`config.mk`:
```
export PLATFORM = sky130hd
export DESIGN_NAME = pee_ram
export DESIGN_NICKNAME = d
export VERILOG_FILES = /design/src/hdl/pee_ram.sv
export SDC_FILE = /design/constraint.sdc
export NUM_CORES = 2
export LEC_CHECK = 0
export ABC_AREA = 1
export BUFFER_PORTS_ARGS = -buffer_cell sky130_fd_sc_hd__buf_2
export CAP_MARGIN = 20
export CORE_MARGIN = 3
export CORE_UTILIZATION = 50
export DETAILED_ROUTE_END_ITERATION = 10
export PLACE_DENSITY = 0.65
export SLEW_MARGIN = 40
export SYNTH_ARGS = -nofsm -noshare
export SYNTH_HDL_FRONTEND = slang
export SYNTH_SLANG_ARGS = --single-unit
export TNS_END_PERCENT = 10
```
`constraint.sdc`:
```
create_clock -name i_clk -period 5.9 [get_ports i_clk]
set_input_delay 0.59 -clock i_clk [delete_from_list [all_inputs] [get_ports i_clk]]
set_output_delay 0.59 -clock i_clk [all_outputs]
set_load 0.05 [all_outputs]
```
`src/hdl/pee_ram.sv`:
```
module pee_ram #(
    parameter int WIDTH = 32,
    parameter int DEPTH = 64
) (
    input  logic                     i_clk,
    input  logic                     i_we,
    input  logic [$clog2(DEPTH)-1:0] i_waddr,
    input  logic [WIDTH-1:0]         i_wdata,
    input  logic [$clog2(DEPTH)-1:0] i_raddr,
    output logic [WIDTH-1:0]         o_rdata
);
    logic [WIDTH-1:0] r_mem [DEPTH];
    logic [WIDTH-1:0] r_rdata;

    always_ff @(posedge i_clk) begin
        if (i_we) begin
            r_mem[i_waddr] <= i_wdata;
        end
        r_rdata <= r_mem[i_raddr];
    end

    assign o_rdata = r_rdata;
endmodule

```
# --- Yosys cells after proc, flatten, opt, wreduce, memory -nomap -nowiden ---
# Memory sizes are Yosys's and may differ from the RTL's. A register that Yosys moved wholly into a read port is not among the register bits.
# Index checks and enable logic that the tools add are counted.
totals:
  ff_bits: 0
  mem_bits_rw: 2048
  input_bits: 46
  output_inout_bits: 32
  wordCells: 3
  mem_count: 1
mem_list:
  columns: ["memory", "depth", "width", "read_ports", "rd_ports_with_merged_regs", "write_ports", "line", "text"]
  rows:
  - ["r_mem", 64, 32, 1, 1, 1, "12", "logic [WIDTH-1:0] r_mem [DEPTH];"]
classes:
  muxes: 2
op_table:
  columns: ["operator", "n"]
  rows:
  - ["1-bit two-way mux", 2]

# --- Depth between registers and ports, before layout ---
logic_depth:
  word_depth: 2
  depth_mapped: 13

# --- Worst setup path after synthesis ---
# Ideal clock, no wire load.
synth_path:
  path_type: "input to register"
  startpoint: "input port i_we"
  endpoint: "memory r_mem[48][0], enable pin"
  t_arrival_ns: 4.218
  required_time_ns: 5.398
  slack_ns: 1.180
  stages: 3
  path_buffers: 1
  cell_sequence: "clkbuf_1 -> nand4_1 -> nor4_1"
synth_via:
  elab_chain_len: 2
synth_rtl:
  columns: ["item", "line", "text"]
  rows:
  - ["start: declaration", "6", "input logic i_we,"]
  - ["1-bit two-way mux", "16", "if (i_we) begin"]
  - ["1-bit two-way mux (not written as such)", "17", "r_mem[i_waddr] <= i_wdata;"]
  - ["end: declaration", "12", null]
# No other way between the ends.

==> metrics.csv <==
stage,metric,value,unit
floorplanning,die_area,0.1704,sq mm
clock_network,cts_made_buffers,200,
sta,hold_violations,0,
power_and_ir_drop,power,30930,uW
grt,gr-total-overflow,0,
floorplanning,start_util,50.60,%
sta,rsz0062_at_grt,no,
synthesis,syn_area,0.08274,sq mm
detailed_routing,drtPass1Iterations,6,
detailed_routing,vias,54191,
worst_setup_path,cp.arrival,3510,ps
grt,grt_max_degree,178,
detailed_routing,postRouteAntennaNets,0,
final_layout,filler_cell_count,12910,
sta,worst_pin_slew,998.4,ps
synthesis,avgSynthCellArea,12.22,sq um
placed_design,io_buffers,77,
final_layout,nNetsFinal,6852,
clock_network,h-tree-depth,4,
synthesis,synth_seq_area_share,75.10,%
worst_setup_path,cp.required,6660,ps
clock_network,cts_tree,yes,
sta,fin_crit,2756,ps
sta,layout_setup_ws,3144,ps
sta,fin_worst_skew,22.49,ps
clock_network,cts_root_buffer,clkbuf_16,
placed_design,place_ws,2384,ps
detailed_routing,wl_per_cell,25.29,microns
sta,tns,0,ps
floorplanning,core,0.1635,sq mm
flow_run,drv_cap,0,
clock_network,cts.repair.resized,0,
floorplanning,fp.dieH,412.8,microns
placed_design,routabilityCongestion,0.8334,
power_and_ir_drop,pwr_density_cell,331.9,mW/mm^2
sta,fmax,0.3628,GHz
clock_network,cts_buffer_depth,3,
synthesis,synth-seq-cells,2080,
sta,slew_headroom,33.44,%
worst_setup_path,worst-setup-path-type,in -> reg,
worst_setup_path,crit_path_end_kind,flip-flop,
final_layout,syn_to_final_growth,12.62,%
grt,grt_pass1_wl,340600,microns
worst_setup_path,cp_slowest_cell,buf_12,
worst_setup_path,crit_chain,"buf_8, inv_16, buf_16, buf_12, nand2_1, nand3_1, nand3_1, nand3_1, nand3_1, nand2_1, nand2_1, nand2_1",
detailed_routing,drt_iter0_markers,7378,
sta,drv_slew,0,
clock_network,clock_latency,820,ps
floorplanning,dieWidth,412.8,microns
grt,grt_antenna_before_repair,11,
detailed_routing,routed_wl,231400,microns
power_and_ir_drop,leakage,0.03273,uW
run_status,status,"complete, no violations",
synthesis,synthCells,6769,
power_and_ir_drop,peakVddDrop,0.2565,mV
floorplanning,rows,148,
synthesis,yosysWarnings,0,
sta,fin_crit_sh,46.72,%
clock_network,cts.clk_slew.worst_paths,60,ps
worst_setup_path,max_stage_delay,520,ps
synthesis,synth_cell_type_count,16,
sta,setup-violations-final,0,
clock_network,post-cts-setup-buffers,0,
min_path,worstHoldPathType,in -> reg,
final_layout,drive_gt1_share,9.193,%
detailed_routing,drc,0,
grt,grt_pass1_vias,51180,
clock_network,ctsHoldBuffers,0,
clock_network,clock_sinks,2080,
synthesis,syn_nets,6815,
detailed_routing,vias_per_cell,5.923,
placed_design,dpl.hpwl,125600,microns
floorplanning,ios,78,
worst_setup_path,worstPathMaxFanout,114,
grt,track_usage,27.00,%
worst_setup_path,cp-start-kind,input port,
-- through the flow --
step | instances | util [%] | cell area (sq um) | hold WS, ps
finish | 9149 | 56.99 | 93180 | 242.1
global route | 9148 | 56.99 | 93180 | 242.7
CTS | 9141 | 56.88 | 93000 | 317.7
detailed placement | 8772 | 52.99 | 86640 | 798.1
global placement | 8715 | 52.33 | 85560 | 776.8
floorplan | 6769 | - | 82740 | 688.9
-- logic make-up after synthesis --
family,count (synthesis),share of synthesized area [%]
AND/OR/NAND/NOR,4228,22.12
flip-flops,2080,75.10
buffers and inverters,461,2.779
-- sequential cells by signal, summed over array words and instances (netlist names) --
signal   cells
r_mem     2048
o_rdata     32
-- report_power, final --
group,total (uW),internal (uW),switching [uW],leakage (uW)
clock network,12500,7090,5400,0.00312
logic,2000,463,1540,0.0109
registers,16400,16400,79.7,0.0187
total,30900,23900,7020,0.0327
-- synthesized netlist by cell type, drive strengths merged --
| cell | count | area (sq um) |
|---|---|---|
| nor4 | 8 | 50.05 |
| dfxtp | 32 | 640.6 |
| nand4 | 9 | 56.30 |
| nor2 | 56 | 210.2 |
| buf | 372 | 1963 |
| nand3 | 1907 | 9544 |
| nand2 | 2248 | 8438 |
| edfxtp | 2048 | 61500 |
| inv | 12 | 47.55 |
| clkbuf | 77 | 289.0 |
-- layout by cell type, fill, tap and decap left out --
cell type,instances
diode_2,1
inv_16,2
edfxtp_1,2048
buf_12,34
inv_6,4
nand4_1,9
clkinv_1,39
clkbuf_1,47
buf_2,72
nor4_2,8
inv_1,7
nand3_2,5
clkinv_8,4
inv_2,1
clkbuf_8,8
nand2_1,2248
buf_6,6
clkinvlp_4,6
dfxtp_1,32
buf_16,23
nor2_4,56
buf_8,29
clkinv_2,42
clkbuf_16,206
bufinv_16,14
buf_4,120
inv_8,1
nand3_1,1902
-- worst paths after layout --
check                                   start            to  slack [ps]  cells past startpoint
worst min register to register   r_mem[36][3]    o_rdata[3]         810                      8
worst max register to register  r_mem[13][22]   o_rdata[22]        4230                      8
worst min-delay path              i_wdata[11]  r_mem[5][11]         240                      2
worst max-delay path               i_raddr[0]    o_rdata[5]        3140                     12
-- layout make-up --
class | instances | area, sq um | area share, %
Antenna cell | 1 | 2.502 | 0.002686
Clock buffer | 261 | 5441 | 5.840
Clock inverter | 108 | 917.1 | 0.9842
Inverter | 12 | 86.33 | 0.09265
Multi-Input combinational cell | 4228 | 18790 | 20.17
Sequential cell | 2080 | 62140 | 66.69
Tap cell | 2175 | 2721 | 2.921
Timing Repair Buffer | 284 | 3078 | 3.303
-- routing by layer --
layer	up-vias	wire length, microns	track usage, %
met3	442	23330	4.375
li1	24184	-	-
met5	-	89	0
met2	2965	104600	40.70
met1	26586	94760	39.70
met4	14	8544	10.26
-- critical path: cells and delay by family --
kind,cells,cell delay [ps]
buffers and inverters,4,1450
and+or+nand+nor,8,1140
No activity file was read; power rests on OpenSTA's default activity.
