**src/hdl/pee_pkg.sv**
```systemverilog
package pee_pkg;

    localparam int STACK_DEPTH_DEF = 64;
    localparam int VALUE_WIDTH_DEF = 32;
    localparam int RESULT_WIDTH = 32;
    localparam int STATUS_WIDTH = 3;

    localparam logic [7:0] CH_ADD = 8'h2B;
    localparam logic [7:0] CH_SUB = 8'h2D;
    localparam logic [7:0] CH_MUL = 8'h2A;
    localparam logic [7:0] CH_DIV = 8'h2F;
    localparam logic [7:0] CH_POW = 8'h5E;
    localparam logic [7:0] CH_MOD = 8'h25;
    localparam logic [7:0] CH_ZERO = 8'h30;
    localparam logic [7:0] CH_NINE = 8'h39;

    typedef enum logic [2:0] {
        ST_OK        = 3'd0,
        ST_UNDERFLOW = 3'd1,
        ST_DIVZERO   = 3'd2,
        ST_NEGEXP    = 3'd3,
        ST_EMPTY     = 3'd4,
        ST_OVERFLOW  = 3'd5
    } t_status;

    typedef enum logic [2:0] {
        OP_ADD,
        OP_SUB,
        OP_MUL,
        OP_DIV,
        OP_MOD,
        OP_POW
    } t_op;

    typedef struct packed {
        logic start;
        t_op  op;
    } t_alu_cmd;

    typedef struct packed {
        logic    done;
        logic    err;
        t_status err_code;
    } t_alu_sts;

endpackage

```
**src/hdl/pee_alu.sv**
```systemverilog
module pee_alu #(
    parameter int VALUE_WIDTH = 32
) (
    input  logic                   i_clk,
    input  logic                   i_rst_n,
    input  pee_pkg::t_alu_cmd      i_cmd,
    input  logic [VALUE_WIDTH-1:0] i_lhs,
    input  logic [VALUE_WIDTH-1:0] i_rhs,
    output pee_pkg::t_alu_sts      o_sts,
    output logic [VALUE_WIDTH-1:0] o_res
);
    import pee_pkg::*;

    localparam int CW = $clog2(VALUE_WIDTH + 1);

    typedef enum logic [1:0] {
        S_IDLE,
        S_DIV,
        S_POW,
        S_FIN
    } t_state;

    t_state                 r_state;
    t_op                    r_op;
    logic [CW-1:0]          r_cnt;
    logic [VALUE_WIDTH-1:0] r_a;
    logic [VALUE_WIDTH-1:0] r_b;
    logic [VALUE_WIDTH-1:0] r_q;
    logic [VALUE_WIDTH-1:0] r_rem;
    logic [VALUE_WIDTH-1:0] r_res;
    logic                   r_na;
    logic                   r_nb;
    logic                   r_done;
    logic                   r_err;
    t_status                r_code;

    logic [VALUE_WIDTH-1:0] mag_l;
    logic [VALUE_WIDTH-1:0] mag_r;
    logic [VALUE_WIDTH:0]   trial;
    logic [VALUE_WIDTH-1:0] shifted;

    assign mag_l = i_lhs[VALUE_WIDTH-1] ? -i_lhs : i_lhs;
    assign mag_r = i_rhs[VALUE_WIDTH-1] ? -i_rhs : i_rhs;
    assign shifted = {r_rem[VALUE_WIDTH-2:0], r_a[VALUE_WIDTH-1]};
    assign trial = {r_rem[VALUE_WIDTH-1], shifted} - {1'b0, r_b};

    always_ff @(posedge i_clk) begin
        r_done <= 1'b0;
        if (!i_rst_n) begin
            r_state <= S_IDLE;
            r_done  <= 1'b0;
            r_err   <= 1'b0;
            r_code  <= ST_OK;
        end else begin
            unique case (r_state)
                S_IDLE: begin
                    if (i_cmd.start) begin
                        r_op   <= i_cmd.op;
                        r_err  <= 1'b0;
                        r_code <= ST_OK;
                        r_cnt  <= '0;
                        r_na   <= i_lhs[VALUE_WIDTH-1];
                        r_nb   <= i_rhs[VALUE_WIDTH-1];
                        unique case (i_cmd.op)
                            OP_ADD: begin
                                r_res   <= i_lhs + i_rhs;
                                r_state <= S_FIN;
                            end
                            OP_SUB: begin
                                r_res   <= i_lhs - i_rhs;
                                r_state <= S_FIN;
                            end
                            OP_MUL: begin
                                r_res   <= i_lhs * i_rhs;
                                r_state <= S_FIN;
                            end
                            OP_DIV, OP_MOD: begin
                                if (i_rhs == '0) begin
                                    r_res   <= '0;
                                    r_err   <= 1'b1;
                                    r_code  <= ST_DIVZERO;
                                    r_state <= S_FIN;
                                end else begin
                                    r_a     <= mag_l;
                                    r_b     <= mag_r;
                                    r_rem   <= '0;
                                    r_q     <= '0;
                                    r_state <= S_DIV;
                                end
                            end
                            OP_POW: begin
                                if (i_rhs[VALUE_WIDTH-1]) begin
                                    r_res   <= '0;
                                    r_err   <= 1'b1;
                                    r_code  <= ST_NEGEXP;
                                    r_state <= S_FIN;
                                end else begin
                                    r_a     <= i_lhs;
                                    r_b     <= i_rhs;
                                    r_res   <= VALUE_WIDTH'(1);
                                    r_state <= S_POW;
                                end
                            end
                            default: r_state <= S_FIN;
                        endcase
                    end
                end
                S_DIV: begin
                    r_a <= {r_a[VALUE_WIDTH-2:0], 1'b0};
                    if (!trial[VALUE_WIDTH]) begin
                        r_rem <= trial[VALUE_WIDTH-1:0];
                        r_q   <= {r_q[VALUE_WIDTH-2:0], 1'b1};
                    end else begin
                        r_rem <= shifted;
                        r_q   <= {r_q[VALUE_WIDTH-2:0], 1'b0};
                    end
                    r_cnt <= r_cnt + 1'b1;
                    if (r_cnt == CW'(VALUE_WIDTH - 1)) begin
                        r_state <= S_FIN;
                    end
                end
                S_POW: begin
                    if (r_b[0]) begin
                        r_res <= r_res * r_a;
                    end
                    r_a   <= r_a * r_a;
                    r_b   <= r_b >> 1;
                    r_cnt <= r_cnt + 1'b1;
                    if (r_cnt == CW'(VALUE_WIDTH - 1)) begin
                        r_state <= S_FIN;
                    end
                end
                S_FIN: begin
                    if (r_op == OP_DIV && !r_err) begin
                        r_res <= (r_na != r_nb) ? -r_q : r_q;
                    end else if (r_op == OP_MOD && !r_err) begin
                        r_res <= r_na ? -r_rem : r_rem;
                    end
                    r_done  <= 1'b1;
                    r_state <= S_IDLE;
                end
                default: r_state <= S_IDLE;
            endcase
        end
    end

    assign o_sts.done     = r_done;
    assign o_sts.err      = r_err;
    assign o_sts.err_code = r_code;
    assign o_res          = r_res;
endmodule

```
**config.mk**
```make
export PLATFORM = sky130hd
export DESIGN_NAME = pee_alu
export DESIGN_NICKNAME = d
export VERILOG_FILES = /design/src/hdl/pee_pkg.sv /design/src/hdl/pee_alu.sv
export SDC_FILE = /design/constraint.sdc
export NUM_CORES = 2
export LEC_CHECK = 0
export BUFFER_PORTS_ARGS = -buffer_cell sky130_fd_sc_hd__buf_4
export CAP_MARGIN = 20
export CORE_ASPECT_RATIO = 1.5
export CORE_UTILIZATION = 65
export DETAILED_ROUTE_END_ITERATION = 16
export PLACE_DENSITY_LB_ADDON = 0.05
export SLEW_MARGIN = 20
export SYNTH_ARGS = -nofsm -noshare
export SYNTH_HDL_FRONTEND = slang
export SYNTH_SLANG_ARGS = --single-unit
```
**constraint.sdc**
```tcl
create_clock -name i_clk -period 11.41 [get_ports i_clk]
set_clock_uncertainty 0.05 [all_clocks]
set_input_delay 2.282 -clock i_clk [delete_from_list [all_inputs] [get_ports i_clk]]
set_output_delay 2.282 -clock i_clk [all_outputs]
set_load 0.005 [all_outputs]
```
* Word-level counts from Yosys, hierarchy flattened *
Index checks and enable logic that the tools add are counted.

operators by class
  $add $sub $neg = 8
  multiply operators = 3
  divide/modulo/power cells = 0
  order comparisons = 0
  equality and inequality tests = 23
  shift operators = 0
  multiplexer cells = 44
  bitwise operators = 0
  reduce and logical (&&, ||, !) cells = 21

operators by type and width
  operator             count
  $mux 32              19
  $pmux 32 s2          5
  $pmux 32 s3          2
  $pmux 32 s5          1
  $neg 32->32          4
  $mul 32x32->32       3
  $sub 33x32->33       1
  $add 32x32->32       1
  $logic_not 32->1     1
  $sub 32x32->32       1
  $ne 3x3->1 const B   4
  $pmux 6 s2           1
  $reduce_and 6->1     2
  $mux 2               5
  $eq 3x2->1 const B   3
  $eq 3x3->1 const B   3
  $pmux 2 s2           2
  $reduce_and 7->1     1
  $add 6x1->6 const B  1
  $eq 6x5->1 const B   1
  $mux 1               6
  $mux 6               1
  $ne 2x2->1 const B   3
  $ne 6x1->1 const B   1
  other kinds (18)     27

storage, ports and cells
  bits in registers = 178
  latch bits = 0
  bits in writable memories = 0
  memory bits (read-only) = 0
  input port bits = 70
  output and inout port bits = 37
  word-level logic and storage cells = 112
  memories kept = 0

* Logic depth before layout (Yosys ltp) *
  depth after elaboration = 6
  gate-level depth with buffers = 29
  gate-level depth less buffers = 27

* Worst setup path after synthesis *
Ideal clock, no wire load.

  path kind = in2reg
  start = input i_rhs[8]
  end = register r_res[30] (netlist: o_res[30]), data pin
  arrival time = 8.907 ns
  setup slack = 2.321 ns
  stages = 28
  buffers on the path = 3
  cell sequence = clkbuf_1 -> clkbuf_1 -> nand2_1 -> fa_1 -> inv_1 -> fa_1 -> fa_1 -> inv_1 -> fa_1 -> inv_1 -> fa_1 -> inv_1 -> fa_1 -> inv_1 -> fa_1 -> fa_1 -> ha_1 -> clkbuf_1 -> a21oi_1 -> o21ai_0 -> o2111ai_1 -> nand2_1 -> a31oi_1 -> o21ai_0 -> nand2_1 -> or4b_2 -> nand4_1 -> a221o_1

on the way
  word-level cells in the longest chain between the ends = 4

ends and longest elaborated chain
  what                                    RTL line       RTL
  start: declaration                      pee_alu.sv:8   input logic [VALUE_WIDTH-1:0] i_rhs,
  $mul 32x32->32 (tied with other cells)  pee_alu.sv:74  r_res <= i_lhs * i_rhs;
  $pmux 32 s5 *                           pee_alu.sv:64  unique case (i_cmd.op)
  $mux 32 *                               pee_alu.sv:57  if (i_cmd.start) begin
  $pmux 32 s3 *                           pee_alu.sv:55  unique case (r_state)
  end signal: assignment                  pee_alu.sv:66  r_res <= i_lhs + i_rhs;
  end signal: assignment                  pee_alu.sv:70  r_res <= i_lhs - i_rhs;
  end signal: assignment                  pee_alu.sv:74
  end: declaration                        pee_alu.sv:30  logic [VALUE_WIDTH-1:0] r_res;

Mark *: on every way between the ends. The rest lies on a longest branch, timed or not. The select of a mux whose other input is x is not followed.
A chain may end at the register's enable or synchronous reset.

* Worst setup path in the final report *
  start = input i_rhs[7]
  end = register r_res[24] (netlist: o_res[24]), data pin

The elaborated chain is that of the path after synthesis.

==> flow_summary.ini <==
[status]
status = finished clean

[cts]
cts_setup_buffers = 0
tritoncts = yes
clock-sinks = 176
clk_path_buf_depth = 2
hold_buffers = 0
clk_pin_slew_ns = 0.07
clkLatencyLatePin_ns = 0.48
cts_buffers = 17
cts_resized = 0
htree_levels = 4
root_buffer = clkbuf_16

[critical_path]
path_max_fanout = 29
r2r-start = r_a[11]
startpoint_type = input port
crit_start = i_rhs[7]
critical_path_arrival_ns = 9.53
cp-end-kind = flop
crit_required_ns = 11.53
crit_type = in -> reg

[finish]
syn_to_final_growth_pct = 3.59
drive_gt1_share_pct = 4.05
nFillCells = 7585
nets = 8087
multi_input_comb_area_sq_um = 47900
regArea_sq_um = 5240
fin_cells = 7566

[floorplanning]
dieHeight_microns = 371
start_util_pct = 65.5
rows = 135
die_x_microns = 248
ioPinCount = 107
fp.coreArea_sq_um = 90200
dieArea_sq_um = 92200

[yosys]
synthCells = 6545
ys_types = 85
synthArstFlopShare_pct = 0
mappedNetlistArea_sq_um = 59100
synth_edf_count = 171
synth_flop_cell = edfxtp_1
syn_area_per_cell_sq_um = 9.03
ys_warn_count = 0
synthesis.nets = 8248
yosys_register_bits = 176
yosysSeqAreaShare_pct = 8.86

[timing]
tns_ns = 0
setup_violations = 0
rsz0062_at_grt = false
max_freq_ghz = 0.106
maxSlewViolCount = 0
tightestPinTransition_ns = 1.10
fin_crit_sh_pct = 82.5
period_needed_ns = 9.41
slew_headroom_pct = 26.4
holdWs_ns = 0.520
finalHoldViolCount = 0

[routing]
vias_per_cell = 6.08
post-route-drc-count = 0
wl_microns = 188000
firstDrtPassIters = 6
wl_per_cell_microns = 24.8
wl_met3_microns = 15500
vias = 46007
drt_iter0_markers = 3564
dr_wl_met2_microns = 91300
wl_met1_microns = 63100
routed.top_layer = met5
antenna_left = 0

[grt]
antenna_found_initial = 7
grt_pass1_vias = 49566
grt_pass1_wl_microns = 288000
grt-ovfl-total = 0
grt_usage_pct = 42.5
grt_max_degree = 65

[place]
finalWeightedCongestion = 1.03
numPortBuffers = 105
place_hpwl_microns = 145000
dp.cells = 7529

[min_path]
hp-start = r_b[27]
hold_path.class = reg -> reg

[job]
cap_violations = 0
## registers in the layout, indices dropped and copies added (netlist names), 2 cells and up
register,count
r_state,2
r_b,32
r_a,32
r_q,32
o_res,32
r_rem,32
r_cnt,6
r_op,3
## cell usage after synthesis (21+ instances only)
cell type,instances,share of area (%)
o31ai_1,32,0.41
ha_1,451,9.5
fa_1,1182,40
and2_1,801,8.5
a21oi_1,164,1.4
nand2b_1,28,0.30
clkbuf_1,345,2.2
nor2b_1,24,0.25
a22oi_1,37,0.47
xnor2_1,281,4.2
nand2_1,738,4.7
o21ai_0,165,1.4
a21o_1,69,0.88
edfxtp_1,171,8.7
nor2_1,178,1.1
inv_1,1249,7.9
nand3_1,69,0.58
nor3_1,35,0.30
xor2_1,140,2.1
o211ai_1,21,0.27
o21a_1,31,0.39
## path summary, 6_finish.rpt
path	slack, ns	end	depth (start not counted)
max	2.00	o_res[24]	22
min	0.52	r_b[26]	2
max reg2reg	2.35	r_a[31]	26
min reg2reg	0.52	r_b[26]	2
## worst max-delay path: stages
cell and delay, ns:
buf_4 0.37, and2_1 0.22, fa_1 0.46, fa_1 0.50, fa_1 0.51, inv_1 0.05
fa_1 0.48, inv_1 0.06, fa_1 0.46, ha_1 0.31, fa_1 0.41, fa_1 0.47
ha_1 0.38, a211o_1 0.34, a211oi_1 0.20, o21ai_1 0.13, a21boi_0 0.40, nor2_1 0.14
or3_1 0.37, a21oi_1 0.23, xor2_1 0.54, o211ai_1 0.18
## kinds of logic after synthesis
family | Yosys count | share of synthesized area, %
and+or+nand+nor | 1991 | 17.2
adders and majority gates | 1633 | 49.6
muxes | 7 | 0.119
xor gates and xnor gates | 421 | 6.24
other | 1 | 0.00634
buffers and inverters | 1611 | 10.3
AOI/OAI and AO/OA | 705 | 7.78
DFF | 176 | 8.86
## cell usage in the layout, fill, tap and decap left out, types with 31 or more instances in the layout
cell | Yosys | final
inv_1 | 1249 | 1249
fa_1 | 1182 | 1182
and2_1 | 801 | 800
nand2_1 | 738 | 738
ha_1 | 451 | 448
xnor2_1 | 281 | 281
buf_4 | 4 | 181
nor2_1 | 178 | 178
edfxtp_1 | 171 | 171
o21ai_0 | 165 | 165
a21oi_1 | 164 | 163
xor2_1 | 140 | 140
a21o_1 | 69 | 69
nand3_1 | 69 | 68
a22oi_1 | 37 | 37
nor3_1 | 35 | 35
o31ai_1 | 32 | 32
o21a_1 | 31 | 31
## through the flow
step / utilization, % / setup WS, ns / instance area (sq um)
2_1_floorplan: - / 2.32 / 59100
3_3_place_gp: 67.2 / 1.73 / 60600
3_5_place_dp: 67.2 / 1.70 / 60600
4_1_cts: 67.9 / 2.19 / 61200
5_1_grt: 67.9 / 1.72 / 61200
6_report: 67.9 / 2.00 / 61200
## final cells by class
| class | instances | share of cell area, % |
|---|---|---|
| Antenna cell | 5 | 0.0204 |
| Multi-Input combinational cell | 4758 | 78.2 |
| Clock inverter | 15 | 0.278 |
| Inverter | 1249 | 7.66 |
| Clock buffer | 17 | 0.695 |
| Sequential cell | 176 | 8.55 |
| Tap cell | 1164 | 2.38 |
| Timing Repair Buffer | 182 | 2.25 |
## layer usage
metal / track usage, % / vias up
met5: 0 / -
met4: 32.6 / 8
met1: 47.9 / 23148
li1: - / 19736
met2: 70.7 / 2284
met3: 8.27 / 831
Power is not shown: default switching activity piles up to over one toggle a cycle in this logic, so the estimate is an artifact.
