## config.mk

```make
export PLATFORM = sky130hd
export DESIGN_NAME = pee_ctrl
export DESIGN_NICKNAME = d
export VERILOG_FILES = /design/src/hdl/pee_pkg.sv /design/src/hdl/pee_ctrl.sv
export SDC_FILE = /design/constraint.sdc
export NUM_CORES = 1
export LEC_CHECK = 0
export BUFFER_PORTS_ARGS = -buffer_cell sky130_fd_sc_hd__buf_2
export CORE_MARGIN = 5
export CORE_UTILIZATION = 30
export CTS_CLUSTER_DIAMETER = 200
export DETAILED_ROUTE_END_ITERATION = 10
export GPL_ROUTABILITY_DRIVEN = 0
export PLACE_DENSITY_LB_ADDON = 0.08
export SLEW_MARGIN = 10
export SYNTH_ARGS = -nofsm -noshare
export SYNTH_HDL_FRONTEND = slang
export SYNTH_SLANG_ARGS = --single-unit
```

## constraint.sdc

```tcl
create_clock -name i_clk -period 4.7 [get_ports i_clk]
set_clock_uncertainty 0.05 [all_clocks]
set_input_delay 0.235 -clock i_clk [delete_from_list [all_inputs] [get_ports i_clk]]
set_output_delay 0.235 -clock i_clk [all_outputs]
set_load 0.02 [all_outputs]
```

## src/hdl/pee_pkg.sv

```systemverilog
package pee_pkg;

    localparam int STACK_DEPTH_DEF = 64;
    localparam int VALUE_WIDTH_DEF = 32;
    localparam int RESULT_WIDTH = 32;
    localparam int STATUS_WIDTH = 3;

    localparam logic [7:0] CH_ADD = 8'h2B;
    localparam logic [7:0] CH_SUB = 8'h2D;
    localparam logic [7:0] CH_MUL = 8'h2A;
    localparam logic [7:0] CH_DIV = 8'h2F;
    localparam logic [7:0] CH_POW = 8'h5E;
    localparam logic [7:0] CH_MOD = 8'h25;
    localparam logic [7:0] CH_ZERO = 8'h30;
    localparam logic [7:0] CH_NINE = 8'h39;

    typedef enum logic [2:0] {
        ST_OK        = 3'd0,
        ST_UNDERFLOW = 3'd1,
        ST_DIVZERO   = 3'd2,
        ST_NEGEXP    = 3'd3,
        ST_EMPTY     = 3'd4,
        ST_OVERFLOW  = 3'd5
    } t_status;

    typedef enum logic [2:0] {
        OP_ADD,
        OP_SUB,
        OP_MUL,
        OP_DIV,
        OP_MOD,
        OP_POW
    } t_op;

    typedef struct packed {
        logic start;
        t_op  op;
    } t_alu_cmd;

    typedef struct packed {
        logic    done;
        logic    err;
        t_status err_code;
    } t_alu_sts;

endpackage

```

## src/hdl/pee_ctrl.sv

```systemverilog
module pee_ctrl #(
    parameter int STACK_DEPTH = 64,
    parameter int VALUE_WIDTH = 32
) (
    input  logic                                i_clk,
    input  logic                                i_rst_n,
    input  logic                                i_valid,
    output logic                                o_ready,
    input  logic [7:0]                          i_char_code,
    input  logic                                i_last,
    output logic                                o_valid,
    input  logic                                i_ready,
    output logic [pee_pkg::RESULT_WIDTH-1:0]    o_result_value,
    output logic [pee_pkg::STATUS_WIDTH-1:0]    o_status,
    output logic                                o_we,
    output logic [$clog2(STACK_DEPTH)-1:0]      o_waddr,
    output logic [VALUE_WIDTH-1:0]              o_wdata,
    output logic [$clog2(STACK_DEPTH)-1:0]      o_raddr,
    input  logic [VALUE_WIDTH-1:0]              i_rdata,
    output pee_pkg::t_alu_cmd                   o_cmd,
    output logic [VALUE_WIDTH-1:0]              o_lhs,
    output logic [VALUE_WIDTH-1:0]              o_rhs,
    input  pee_pkg::t_alu_sts                   i_sts,
    input  logic [VALUE_WIDTH-1:0]              i_res
);
    import pee_pkg::*;

    localparam int AW = $clog2(STACK_DEPTH);
    localparam int PW = $clog2(STACK_DEPTH + 1);

    typedef enum logic [2:0] {
        S_IDLE,
        S_RD_RHS,
        S_RD_LHS,
        S_LHS,
        S_ALU,
        S_RD_TOP,
        S_END,
        S_OUT
    } t_state;

    t_state                 r_state;
    logic [PW-1:0]          r_sp;
    t_status                r_err;
    t_op                    r_op;
    logic                   r_last;
    logic [VALUE_WIDTH-1:0] r_rhs;
    logic [VALUE_WIDTH-1:0] r_lhs;
    logic                   r_start;
    logic                   r_we;
    logic [AW-1:0]          r_waddr;
    logic [VALUE_WIDTH-1:0] r_wdata;
    logic [AW-1:0]          r_raddr;
    logic                   r_ovalid;
    logic [RESULT_WIDTH-1:0] r_value;
    t_status                r_status;

    logic dec_digit;
    logic is_op;
    t_op  dec_op;

    always_comb begin
        is_op  = 1'b1;
        dec_op = OP_ADD;
        unique case (i_char_code)
            CH_ADD:  dec_op = OP_ADD;
            CH_SUB:  dec_op = OP_SUB;
            CH_MUL:  dec_op = OP_MUL;
            CH_DIV:  dec_op = OP_DIV;
            CH_MOD:  dec_op = OP_MOD;
            CH_POW:  dec_op = OP_POW;
            default: is_op = 1'b0;
        endcase
    end

    assign dec_digit = i_char_code >= CH_ZERO && i_char_code <= CH_NINE;

    always_ff @(posedge i_clk) begin
        r_we    <= 1'b0;
        r_start <= 1'b0;
        if (!i_rst_n) begin
            r_state  <= S_IDLE;
            r_sp     <= '0;
            r_err    <= ST_OK;
            r_ovalid <= 1'b0;
            r_we     <= 1'b0;
            r_start  <= 1'b0;
        end else begin
            unique case (r_state)
                S_IDLE: begin
                    if (i_valid) begin
                        r_last  <= i_last;
                        r_op    <= dec_op;
                        r_state <= i_last ? S_RD_TOP : S_IDLE;
                        if (dec_digit) begin
                            if (r_sp == PW'(STACK_DEPTH)) begin
                                if (r_err == ST_OK) r_err <= ST_OVERFLOW;
                            end else begin
                                r_we    <= 1'b1;
                                r_waddr <= r_sp[AW-1:0];
                                r_wdata <= VALUE_WIDTH'(i_char_code - CH_ZERO);
                                r_sp    <= r_sp + 1'b1;
                            end
                        end else if (is_op) begin
                            if (r_sp < PW'(2)) begin
                                if (r_err == ST_OK) r_err <= ST_UNDERFLOW;
                            end else begin
                                r_raddr <= AW'(r_sp - PW'(1));
                                r_state <= S_RD_RHS;
                            end
                        end
                    end
                end
                S_RD_RHS: begin
                    r_raddr <= AW'(r_sp - PW'(2));
                    r_state <= S_RD_LHS;
                end
                S_RD_LHS: begin
                    r_rhs   <= i_rdata;
                    r_state <= S_LHS;
                end
                S_LHS: begin
                    r_lhs   <= i_rdata;
                    r_start <= 1'b1;
                    r_state <= S_ALU;
                end
                S_ALU: begin
                    if (i_sts.done) begin
                        if (i_sts.err && r_err == ST_OK) r_err <= i_sts.err_code;
                        r_we    <= 1'b1;
                        r_waddr <= AW'(r_sp - PW'(2));
                        r_wdata <= i_res;
                        r_sp    <= r_sp - 1'b1;
                        r_state <= r_last ? S_RD_TOP : S_IDLE;
                    end
                end
                S_RD_TOP: begin
                    r_raddr <= AW'(r_sp - PW'(1));
                    r_state <= S_END;
                end
                S_END: begin
                    r_state <= S_OUT;
                end
                S_OUT: begin
                    if (!r_ovalid) begin
                        r_ovalid <= 1'b1;
                        if (r_sp == '0) begin
                            r_value  <= '0;
                            r_status <= (r_err == ST_OK) ? ST_EMPTY : r_err;
                        end else begin
                            r_value  <= RESULT_WIDTH'(signed'(i_rdata));
                            r_status <= r_err;
                        end
                        r_sp    <= '0;
                        r_err   <= ST_OK;
                        r_state <= S_IDLE;
                    end
                end
                default: r_state <= S_IDLE;
            endcase
            if (r_ovalid && i_ready) begin
                r_ovalid <= 1'b0;
            end
        end
    end

    assign o_ready        = (r_state == S_IDLE);
    assign o_valid        = r_ovalid;
    assign o_result_value = r_value;
    assign o_status       = r_status;
    assign o_we           = r_we;
    assign o_waddr        = r_waddr;
    assign o_wdata        = r_wdata;
    assign o_raddr        = r_raddr;
    assign o_cmd.start    = r_start;
    assign o_cmd.op       = r_op;
    assign o_lhs          = r_lhs;
    assign o_rhs          = r_rhs;
endmodule

```

# Yosys cells after proc, flatten, opt, wreduce, memory -nomap -nowiden

Cells that the tools add are included.

Output and inout bits: 150
Input port bits: 82
Register bits: 163

$add $sub $neg: 4
Bitwise gates (word level): 2
Equality and inequality tests: 27
Reductions and logical operators: 20
Muxes and demuxes: 50
Order comparisons: 3

Operators with widths:

| cell                  | number |
|---|---|
| $mux W32              | 4 |
| $pmux W32 S2          | 1 |
| $mux W3               | 19 |
| $mux W6               | 8 |
| $eq A8 B6 Y1 const B  | 5 |
| $mux W7               | 5 |
| $pmux W3 S8           | 1 |
| $pmux W7 S3           | 1 |
| $pmux W6 S3           | 1 |
| $reduce_and A6 Y1     | 3 |
| $pmux W3 S5           | 1 |
| $ne A2 B2 Y1 const B  | 7 |
| $eq A3 B3 Y1 const B  | 4 |
| $pmux W6 S2           | 1 |
| $pmux W3 S3           | 1 |
| $reduce_and A3 Y1     | 3 |
| $reduce_and A9 Y1     | 1 |
| $sub A8 B6 Y9 const B | 1 |
| $eq A8 B7 Y1 const B  | 1 |
| $ge A8 B6 Y1 const B  | 1 |
| $le A8 B6 Y1 const B  | 1 |
| $add A7 B1 Y7 const B | 1 |
| $eq A7 B7 Y1 const B  | 1 |
| $logic_not A7 Y1      | 1 |
| 18 further kinds      | 33 |

# Longest topological paths before layout

Depth after elaboration: 7
Depth in mapped cells: 8

# Least setup slack after synthesis

OpenSTA, ideal clock, no wires.

Path kind: input-to-reg
From: in i_rst_n
To: reg r_value[0], in the netlist o_result_value[0], enable pin
Required time: 4.179 ns
Library setup time: 0.471 ns
Stages on the path: 3
Slack: 1.005 ns
Path buffers: 1
Data arrival time: 3.174 ns
Cell sequence: clkbuf_1 -> clkinv_1 -> nor3_1

Cells in the longest elaborated chain, start to end: 1

Ends and longest elaborated chain:

| what                        | RTL line        | source |
|---|---|---|
| start, declared             | pee_ctrl.sv:6   | `input logic i_rst_n,` |
| $reduce_and A3 Y1 (no line) | -               |  |
| end signal, assigned        | pee_ctrl.sv:151 | `r_value <= RESULT_WIDTH'(signed'(i_rdata));` |
| end, declared               | pee_ctrl.sv:55  | `logic [RESULT_WIDTH-1:0] r_value;` |

Every way passes these cells.
A chain may end at the register's enable or synchronous reset.

# Final worst setup path

From: reg r_state[0]
To: reg r_wdata[28], in the netlist o_wdata[28], enable pin

Cells in the longest elaborated chain, start to end: 3
Elaborated cells on any way between the ends: 8
Classes of those cells: eq/ne: 5; reduce/logical: 3

Ends and longest elaborated chain:

| what                                                    | RTL line        | source |
|---|---|---|
| start, declared                                         | pee_ctrl.sv:42  | `t_state r_state;` |
| start signal, assigned                                  | pee_ctrl.sv:94  | `r_state <= i_last ? S_RD_TOP : S_IDLE;` |
| start signal, assigned                                  | pee_ctrl.sv:134 | `r_state <= r_last ? S_RD_TOP : S_IDLE;` |
| $eq A3 B3 Y1 / $logic_not A3 Y1 (equally long branches) | pee_ctrl.sv:89  | `unique case (r_state)` |
| $ne A2 B2 Y1 (no line) (tied with other cells)          | -               |  |
| $reduce_and A6 Y1 (no line) *                           | -               |  |
| end signal, assigned                                    | pee_ctrl.sv:101 | `r_wdata <= VALUE_WIDTH'(i_char_code - CH_ZERO);` |
| end signal, assigned                                    | pee_ctrl.sv:132 | `r_wdata <= i_res;` |
| end, declared                                           | pee_ctrl.sv:52  | `logic [VALUE_WIDTH-1:0] r_wdata;` |

Every way passes the cells marked *; elsewhere a longest branch is shown, timed or not.

==> reports/qor.yml <==
syn-num-nets: 543
fmax_mhz: 346
antenna_found_initial: 1
setup_viol: 0
antenna_left: 0
dieWidth_um: 158
cts_tree: "yes"
grt_max_degree: 39
grt_pass1_vias: 4823
initial_utilization_pct: 30.3
critPathCaptureType: "flop"
rows: 54
hpwl_um: 12900
hold_start: "i_res[1]"
totalWireLength_um: 18000
ir_worst_vdd_v: 0.000258
stdcell_area_um2: 8960
maxCapViolations: 0
wl_per_cell_um: 17.8
clock_latency_ns: 0.42
nFillCells: 2084
r2r_setup_slack_ns: 1.81
critPathBufInv: 0
die-area_um2: 24900
final_max_slew_viol_count: 0
numPortBuffers: 231
hold_end: "o_wdata[1]"
grt_remaining_overflow: 0
reg2reg_to: "o_wdata[28]"
cpLargestDelayFamily: "simple AND/OR/NAND/NOR gates"
syn_inst: 453
critPathMaxStageDelay_ns: 0.83
crit_path_cell_trace: "or3b_1 > nor2_1 > nor2_1 > and3_2"
r2r_start: "r_state[0]"
synth_top_cell_area_share_pct: 67.5
synth_area_leaders: "edfxtp_1, dfxtp_1, nor2b_1"
dp_cells: 943
p_leak_nw: 3.67
clk_pin_slew_ns: 0.07
crit_top_cell: "nor2_1"
grt_usage_pct: 14.1
synth_flop_cell: "edfxtp_1"
synth.distinct_cells: 59
synth-seq-area-share_pct: 72.4
grt_pass1_wl_um: 26900
crit_type: "reg -> reg"
vias: 4701
rr_worst_depth: 4
ys_ff_latch: 163
postCtsSetupBuffers: 0
outcome: "complete, no violations"
power_density_nw_per_um2: 508
detail_route.vias_per_cell: 4.65
dr.pass1.iters: 4
period_needed_ns: 2.89
hold_violations: 0
placed_area_um2: 8000
core_um2: 21600
crit_fanout: 38
multi_input_area_um2: 1680
syn_area_per_cell_um2: 14.4
yosysTopAreaCell: "edfxtp_1"
holdCritPathClass: "in -> reg"
cp.required_ns: 4.70
synth-edff-count: 147
synth-async-reset-ratio_pct: 0
cts_root_buffer: "clkbuf_16"
hold_ws_ns: 0.0240
whs_path_depth: 3
final_nets: 807
worstMarginPinSlew_ns: 0.940
diodes: 0
drc_errors: 0
clockBufferDepth: 2
register_area_um2: 4730
arrival_ns: 2.89
cts_buffers: 17
period_share_pct: 61.5
rsz0062_at_grt: "false"
fin_cells: 1010
drive_gt1_share_pct: 39.3
syn_to_final_growth_pct: 37.0
slowest_stage: "and3_2"
yosys_warnings: 0
ioPinCount: 232
start_kind: "flop"
cts.htree.levels: 4
cts_num_sinks: 163
die_y_um: 158
relSlewSlack_pct: 36.9
setup_tns_ns: 0
drt_iter0_markers: 249
synth_area_um2: 6540
==> worst max-delay path by stage <==
| stage | to | from | slack, ns | depth (start not counted) |
|---|---|---|---|---|
| 2_1_floorplan | o_result_value[0] | i_rst_n | 1.01 | 3 |
| 5_1_grt | o_wdata[14] | r_state[0] | 1.57 | 4 |
| 3_3_place_gp | o_wdata[18] | r_state[0] | 1.93 | 4 |
| 6_report | o_wdata[28] | r_state[0] | 1.81 | 4 |
| 3_5_place_dp | o_wdata[10] | r_state[0] | 1.81 | 4 |
| 4_1_cts | o_wdata[30] | r_state[0] | 1.82 | 4 |
==> Yosys cell counts (2+ instances only) <==
master     count
a211oi_1       3
a21boi_0       2
a21o_1        26
a21oi_1       15
a31oi_1        3
and3_1         6
buf_1          2
buf_2          8
clkbuf_1      15
dfxtp_1       16
edfxtp_1     147
ha_1           8
inv_1          8
mux2i_1        4
nand2_1       45
nand3_1        9
nand4_1        7
nor2_1        18
nor2b_1       33
nor3_1         7
nor3b_1        3
o2111ai_1      2
o211ai_1       5
o21ai_0       10
o311ai_0       2
o41ai_1        3
or4_1          3
xnor2_1       10
xor2_1         3
==> logic make-up (layout without fill, tap and decap cells) <==
| family | count (synthesis) | in the layout | synth area share [%] |
|---|---|---|---|
| XOR/XNOR | 13 | 13 | 1.74 |
| AO/OA/AOI/OAI | 85 | 85 | 9.62 |
| AND/OR/NAND/NOR | 143 | 143 | 11.6 |
| buffers and inverters | 36 | 313 | 2.39 |
| adder cells (fa/ha/maj) | 8 | 8 | 1.53 |
| multiplexers | 5 | 5 | 0.784 |
| flip-flops | 163 | 163 | 72.4 |
==> state kept, by name, summed over array words and instances (netlist names), 3 cells and up <==
| register | flops |
|---|---|
| o_lhs | 32 |
| o_raddr | 6 |
| o_result_value | 32 |
| o_rhs | 32 |
| o_status | 3 |
| o_waddr | 6 |
| o_wdata | 32 |
| r_err | 3 |
| r_op | 3 |
| r_sp | 7 |
| r_state | 3 |
==> what timing repair did <==
action | 4_1_cts | 5_1_grt
endpoints found under the hold margin | 65 | 2
resized for setup | 0 | 0
hold buffers | 34 | 1
==> tightest hold or removal path, stage by stage <==
cell and delay, ns:
buf_2 0.08, nand2_1 0.04, nand2_1 0.04
==> layout by cell type, fill, tap and decap left out, drive strengths merged, types with 4 or more instances in the layout <==
| cell | n |
|---|---|
| and3 | 6 |
| nand3 | 9 |
| nand2 | 46 |
| o211ai | 5 |
| xnor2 | 10 |
| mux2i | 4 |
| dlygate4sd3 | 35 |
| dfxtp | 16 |
| a31oi | 4 |
| clkinv | 5 |
| nor2 | 18 |
| a21oi | 15 |
| a21o | 26 |
| nor2b | 33 |
| ha | 8 |
| inv | 15 |
| o21ai | 10 |
| buf | 237 |
| nor3 | 7 |
| edfxtp | 147 |
| nand4 | 7 |
| nor3b | 4 |
| clkbuf | 17 |
==> report_power, final <==
part / switching (mW) / leakage (nW) / internal [mW] / total, mW
Combinational: 0.801 / 1.92 / 0.417 / 1.22
Sequential: 0.0959 / 1.47 / 1.84 / 1.94
Clock: 0.638 / 0.288 / 0.765 / 1.40
==> final cells by class <==
type | instances | area share [%]
Timing Repair Buffer | 272 | 17.3
Multi-Input combinational cell | 254 | 18.8
Inverter | 9 | 0.377
Tap cell | 280 | 3.91
Clock inverter | 15 | 2.05
Clock buffer | 17 | 4.75
Sequential cell | 163 | 52.8
==> metrics by stage <==
step | total power, mW | util [%] | worst slack [ns]
6_report | 4.56 | 41.5 | 1.81
5_1_grt | 4.81 | 41.5 | 1.57
4_1_cts | 4.63 | 41.4 | 1.82
3_5_place_dp | 3.19 | 37.0 | 1.81
3_3_place_gp | 3.18 | 37.0 | 1.93
2_1_floorplan | 2.77 | - | 1.01
==> per-layer routing <==
| metal | share of wire [%] | wire length, um | GRT usage [%] |
|---|---|---|---|
| met1 | 44 | 7850 | 18.5 |
| met2 | 46 | 8250 | 22.4 |
| met3 | 9.1 | 1630 | 4.13 |
| met4 | 1.6 | 286 | 5.04 |
| met5 | 0.039 | 7 | 0 |
Note: power is estimated with default switching activity, not from simulation.
